==> config.mk <==
export PLATFORM = sky130hd
export DESIGN_NAME = modular_exponentiation
export DESIGN_NICKNAME = d
export VERILOG_FILES = /design/src/rtl/mexp_pkg.sv /design/src/rtl/modular_exponentiation.sv
export SDC_FILE = /design/constraint.sdc
export NUM_CORES = 1
export LEC_CHECK = 0
export BUFFER_PORTS_ARGS = -buffer_cell sky130_fd_sc_hd__buf_2
export CORE_UTILIZATION = 54
export CTS_CLUSTER_DIAMETER = 60
export DETAILED_ROUTE_END_ITERATION = 7
export PLACE_DENSITY = 0.75
export SYNTH_ARGS = -nofsm -noshare
export SYNTH_HDL_FRONTEND = slang
export SYNTH_SLANG_ARGS = --single-unit
==> constraint.sdc <==
create_clock -name clk -period 21.1 [get_ports clk]
set_input_delay 4.22 -clock clk [delete_from_list [all_inputs] [get_ports clk]]
set_output_delay 4.22 -clock clk [all_outputs]
set_load 0.005 [all_outputs]
==> src/rtl/mexp_pkg.sv <==
`default_nettype none
package mexp_pkg;
	localparam int MOD_W = 31;
	localparam int BASE_W = 32;
	localparam int EXP_W = 63;
	localparam int STEP_W = 5;
	localparam logic [MOD_W-1:0] MOD_RESET = 31'd1000000007;

	typedef logic [MOD_W-1:0] res_t;
endpackage
`default_nettype wire

==> src/rtl/modular_exponentiation.sv <==
// Modular exponentiation, square and multiply, MSB of the exponent first.
// Steps: reduction of the base, then per exponent bit a squaring plus a multiply by the base
// when the bit is set, then the output register.
// One item at a time: the next input can be taken in the cycle the result is posted; a
// modulus below two skips the reduction and the multiplies and posts 0.
// Reset (arst_n low, asynchronous): idle, no result pending, modulus 1000000007.
`default_nettype none
module modular_exponentiation
	import mexp_pkg::*;
#(
	parameter int EXP_BITS = 63
) (
	input  wire logic        clk,
	input  wire logic        arst_n,
	input  wire logic        s_tvalid,
	output logic             s_tready,
	input  wire logic [95:0] s_tdata,   // base[31:0], exponent[94:32], zero fill
	output logic             m_tvalid,
	input  wire logic        m_tready,
	output logic [31:0]      m_tdata,   // power[30:0], zero fill
	input  wire logic        cfg_valid,
	output logic             cfg_ready,
	input  wire logic [MOD_W-1:0] cfg_data  // modulus
);
	localparam int EC_W = $clog2(EXP_BITS) + 1;

	localparam logic [2:0] S_IDLE = 3'd0;
	localparam logic [2:0] S_RED  = 3'd1;
	localparam logic [2:0] S_SQ   = 3'd2;
	localparam logic [2:0] S_MU   = 3'd3;
	localparam logic [2:0] S_FIN  = 3'd4;

	logic [2:0]          state_q;
	logic [MOD_W-1:0]    mod_q;
	logic [BASE_W-1:0]   base_q;
	logic [EXP_BITS-1:0] e_q;
	logic [EC_W-1:0]     ecnt_q;
	logic [STEP_W-1:0]   step_q;
	res_t                acc_q, r_q, b_q, y_q, out_q;
	logic                out_valid_q;

	logic [MOD_W+1:0] t, t1, m1, m2;
	logic [MOD_W-1:0] x;
	logic             din;
	res_t             red;

	assign s_tready  = (state_q == S_IDLE);
	assign cfg_ready = 1'b1;
	assign m_tvalid  = out_valid_q;
	assign m_tdata   = {1'b0, out_q};

	// Shift one digit in: acc*2 plus running value or base bit, then reduce below the modulus
	always_comb begin
		x   = r_q;
		din = y_q[MOD_W-1];
		m1  = {2'b00, mod_q};
		m2  = {1'b0, mod_q, 1'b0};
		if (state_q == S_RED)
			t = {1'b0, acc_q, base_q[BASE_W-1]};
		else
			t = {1'b0, acc_q, 1'b0} + (din ? {2'b00, x} : '0);
		if (t >= m2)
			t1 = t - m2;
		else if (t >= m1)
			t1 = t - m1;
		else
			t1 = t;
		red = t1[MOD_W-1:0];
	end

	always_ff @(posedge clk or negedge arst_n) begin
		if (!arst_n) begin
			state_q     <= S_IDLE;
			mod_q       <= MOD_RESET;
			out_valid_q <= 1'b0;
		end else begin
			if (cfg_valid && cfg_ready)
				mod_q <= cfg_data;
			// Post the finished result, drop it once the output transaction completes
			if (state_q == S_FIN && (!out_valid_q || m_tready))
				out_valid_q <= 1'b1;
			else if (m_tready)
				out_valid_q <= 1'b0;
			case (state_q)
				S_IDLE: begin
					if (s_tvalid) begin
						base_q <= s_tdata[BASE_W-1:0];
						e_q    <= s_tdata[BASE_W +: EXP_BITS];
						ecnt_q <= EC_W'(EXP_BITS);
						acc_q  <= '0;
						step_q <= STEP_W'(BASE_W - 1);
						if (mod_q < MOD_W'(2)) begin
							r_q     <= '0;
							state_q <= S_FIN;
						end else begin
							state_q <= S_RED;
						end
					end
				end
				S_RED: begin
					base_q <= base_q << 1;
					if (step_q == '0) begin
						b_q     <= red;
						r_q     <= MOD_W'(1);
						y_q     <= MOD_W'(1);
						acc_q   <= '0;
						step_q  <= STEP_W'(MOD_W - 1);
						state_q <= S_SQ;
					end else begin
						acc_q  <= red;
						step_q <= step_q - 1'b1;
					end
				end
				S_SQ, S_MU: begin
					if (step_q == '0) begin
						// Multiply done: commit, then multiply, next bit or finish
						r_q    <= red;
						acc_q  <= '0;
						step_q <= STEP_W'(MOD_W - 1);
						if (state_q == S_SQ && e_q[EXP_BITS-1]) begin
							y_q     <= b_q;
							state_q <= S_MU;
						end else begin
							y_q    <= red;
							e_q    <= e_q << 1;
							ecnt_q <= ecnt_q - 1'b1;
							state_q <= (ecnt_q == EC_W'(1)) ? S_FIN : S_SQ;
						end
					end else begin
						acc_q  <= red;
						y_q    <= y_q << 1;
						step_q <= step_q - 1'b1;
					end
				end
				S_FIN: begin
					if (!out_valid_q || m_tready) begin
						out_q   <= r_q;
						state_q <= S_IDLE;
					end
				end
				default: state_q <= S_IDLE;
			endcase
		end
	end

	// Running value, base and partial product stay reduced while multiplying
	a_acc_reduced: assert property (@(posedge clk) disable iff (!arst_n)
		(state_q == S_SQ || state_q == S_MU) |-> acc_q < mod_q)
		else $error("partial product not reduced");
	a_r_reduced: assert property (@(posedge clk) disable iff (!arst_n)
		(state_q == S_SQ || state_q == S_MU) |-> r_q < mod_q && b_q < mod_q)
		else $error("operand not reduced");
	a_fin_out: assert property (@(posedge clk) disable iff (!arst_n)
		(state_q == S_FIN && (!out_valid_q || m_tready)) |=> out_valid_q)
		else $error("finished result not posted");
	a_busy: assert property (@(posedge clk) disable iff (!arst_n)
		(state_q != S_IDLE) |-> !s_tready)
		else $error("input taken while busy");
endmodule
`default_nettype wire

==> metrics.txt <==
TritonCTS buffer count=31; Post-CTS Resized=0; Crit-path slowest cell=edfxtp_1; CP max stage delay=0.96 ns; Slew Limit Fails=0; EDFF count, synth=262; Pre-Repair DR Iteration Count=5; # setup viols final=0; HPWL Detailed=35600 um; Post-Syn Area per Cell=9.35 um^2; Cell Area, Synth=0.0182 mm^2; Final Hold Viols=0; reg-to-reg endpoint=y_q[29]; reg2reg setup slack=13.26 ns; drt drc=0; sequential share of the synthesized area=48.3%; Syn Inst Count=1941; arrival time of the worst setup path=8.11 ns; HP Class=reg -> reg; core box area=0.0328 mm^2; P&R area growth vs syn=11.9%; number of I/O pins=167; Post-synth top flop=edfxtp_1; max_cap viols=0; clk_lat worst skew=0.56 ns; 1st-iter DRT viols=1242; first-pass GRT wire length=74800 um; Synth Area in Adders=6.88%; ratio of cells with drive above 1 in the final layout=14.5%; Longest Clk Path Bufs=3; crit path launch=y_q[30]; mux cell area share after synthesis=1.35%; worst slack, placed=13.43 ns; vias in the first global route=13900; Worst Tran Pin Value=1.10 ns; cells on worst reg2reg path=20; design area=0.0203 mm^2; clk slew on worst S/H paths=0.06 ns; Synth Area in Compound Gates=16.1%; largest net degree at the start of global routing=104; synth unique cells=94; I/O Buffers=163; skew final=0.0219 ns; initial antenna violation count=1; outcome=finished, final reports clean; top cell type's share of synthesized area=43.3%; worst setup path endpoint=y_q[29]; Initial Util=55.4%; CP endpoint kind=flop; leading cell type in the layout, fill and taps excluded=nand2_1; Crit Path Class=reg -> reg; antenna diode count=0; Max Freq=0.128 GHz; setup TNS=0 ns; Setup WS post-layout=13.26 ns; die span in y=185 um; fin crit period=7.84 ns; vias per cell=5.94; Num Clock Sinks=297; num rows=66; Final Wtd Congestion=0.994; Reg2Reg Launch Point=y_q[30]; Synthesized Nets=2171; Tcrit/Tclk final=37.2%; synth warn=0; Post-CTS Setup Bufs=0; CTS root buf=clkbuf_16; critical path, cell by cell=nand2_1 -> inv_1 -> ha_1 -> a211oi_1 -> o211ai_1 -> a221oi_1 -> a211oi_1 -> o31a_1 -> o31ai_1 -> ha_1 -> a21o_1 -> a21oi_1 -> o21ai_1 -> or4_1 -> o31ai_2 -> o21ai_2 -> nor2_4 -> nand2_1 -> o221ai_1 -> o211ai_1; simple-gate share of the synthesized area=19.7%; Final Non-Filler Cells=2530; H-tree lvl count=1; DP Cell Count=2473; largest family of logic cells by synthesized area=simple AND/OR/NAND/NOR gates; most frequent cells in the layout=nand2_1 (423), edfxtp_1 (262), buf_2 (163); final WL=48300 um; Hold Buf Count CTS=0; dpl cell area=0.0193 mm^2; RSZ-0062 raised after global routing=false; via count=15000; grt ovf=0; xor and xnor fraction of the mapped netlist area=3.43%; global-route usage over all layers=28.1%; Post-synth ARST share=11.8%; Antenna Nets Post-Route=0; die area=0.0344 mm^2; Filler cells=2766; WL/cell=19.1 um; Chip Width=185 um; #FFs+latches synth=297; CP Max Fanout=31; Data required, critical path=21.36 ns; Max-slew headroom=26.6%; CP Launch Type=flop; area leader, netlist=edfxtp_1; CTS tree=yes; synth top area cells=edfxtp_1 (43%), nand2_1 (8.8%), ha_1 (6.5%); final net count=2294
critical path, delay by kind of cell (launching register included):
kind / cells / cell delay [ns]
compound gates: 13 / 4.48
simple gates: 4 / 1.32
flops: 1 / 0.96
fa+ha+maj: 2 / 0.65
buf+inv: 1 / 0.11
how the worst min path moves through the flow:
stage                       start   endpoint  cells past startpoint
after detailed placement  r_q[24]  out_q[24]                      0
after floorplan            r_q[0]   out_q[0]                      0
after global placement     r_q[0]   out_q[0]                      0
after CTS                 r_q[30]  out_q[30]                      0
final                     r_q[30]  out_q[30]                      0
after global routing      r_q[24]  out_q[24]                      0
metrics by stage:
stage / hold slack, ns / utilization (%)
2_1_floorplan: 0.418 / -
3_3_place_gp: 0.427 / 58.9
3_5_place_dp: 0.429 / 58.9
4_1_cts: 0.444 / 61.9
5_1_grt: 0.462 / 61.9
6_report: 0.444 / 61.9
flip-flops by register name, indices dropped and copies added (netlist names):
signal and cells:
e_q 63, base_q 32, acc_q 31, b_q 31, mod_q 31, out_q 31, r_q 31, y_q 31
ecnt_q 7, step_q 5, state_q 3, m_tvalid 1
area by class of cell:
cell class / instances / area [um^2] / area share [%]
multi-input combinational: 1451 / 8670 / 42.7
clock inverter: 15 / 129 / 0.635
tap: 442 / 553 / 2.72
inverter: 105 / 399 / 1.97
clock buffer: 42 / 858 / 4.23
sequential: 297 / 8760 / 43.2
timing repair buffer: 178 / 928 / 4.57
per-layer routing:
layer	share of wire, %	GRT usage [%]	up-vias
met5	0	0	-
met4	3.3	9.75	0
met3	7.6	4.38	93
met2	45	43.7	610
met1	44	39.9	7141
li1	-	-	7188
Yosys cell counts (5+ instances only):
master / n
nand3_1: 51
buf_1: 9
and4_1: 7
inv_2: 6
o211a_1: 6
clkbuf_1: 65
nand2b_1: 13
xor2_1: 27
a221oi_1: 5
o31ai_1: 7
inv_1: 98
nand2_1: 424
o21ai_0: 114
o22ai_1: 7
dfstp_2: 16
nor4_1: 19
a31oi_1: 23
nor2_1: 140
o21a_1: 13
edfxtp_1: 262
a21boi_0: 6
nor2b_1: 11
xnor2_1: 44
a211oi_1: 12
nor3_1: 30
or3_1: 13
o21bai_1: 6
and3_1: 17
a21oi_1: 109
o21ai_1: 21
mux2i_1: 16
nand4_1: 14
and2_1: 44
o211ai_1: 19
dfrtp_1: 19
or2_2: 8
ha_1: 95
a21o_1: 39
buf_2: 9
kinds of logic after synthesis:
group,after synthesis
buffers and inverters,193
other,2
multiplexers,23
flip-flops,297
adder cells (fa/ha/maj),98
AND/OR/NAND/NOR,803
AO/OA/AOI/OAI,454
XOR/XNOR,71
Power is left out: the tool's default activity adds up to more than one toggle a clock period on the data nets, which glitch-free logic cannot reach.
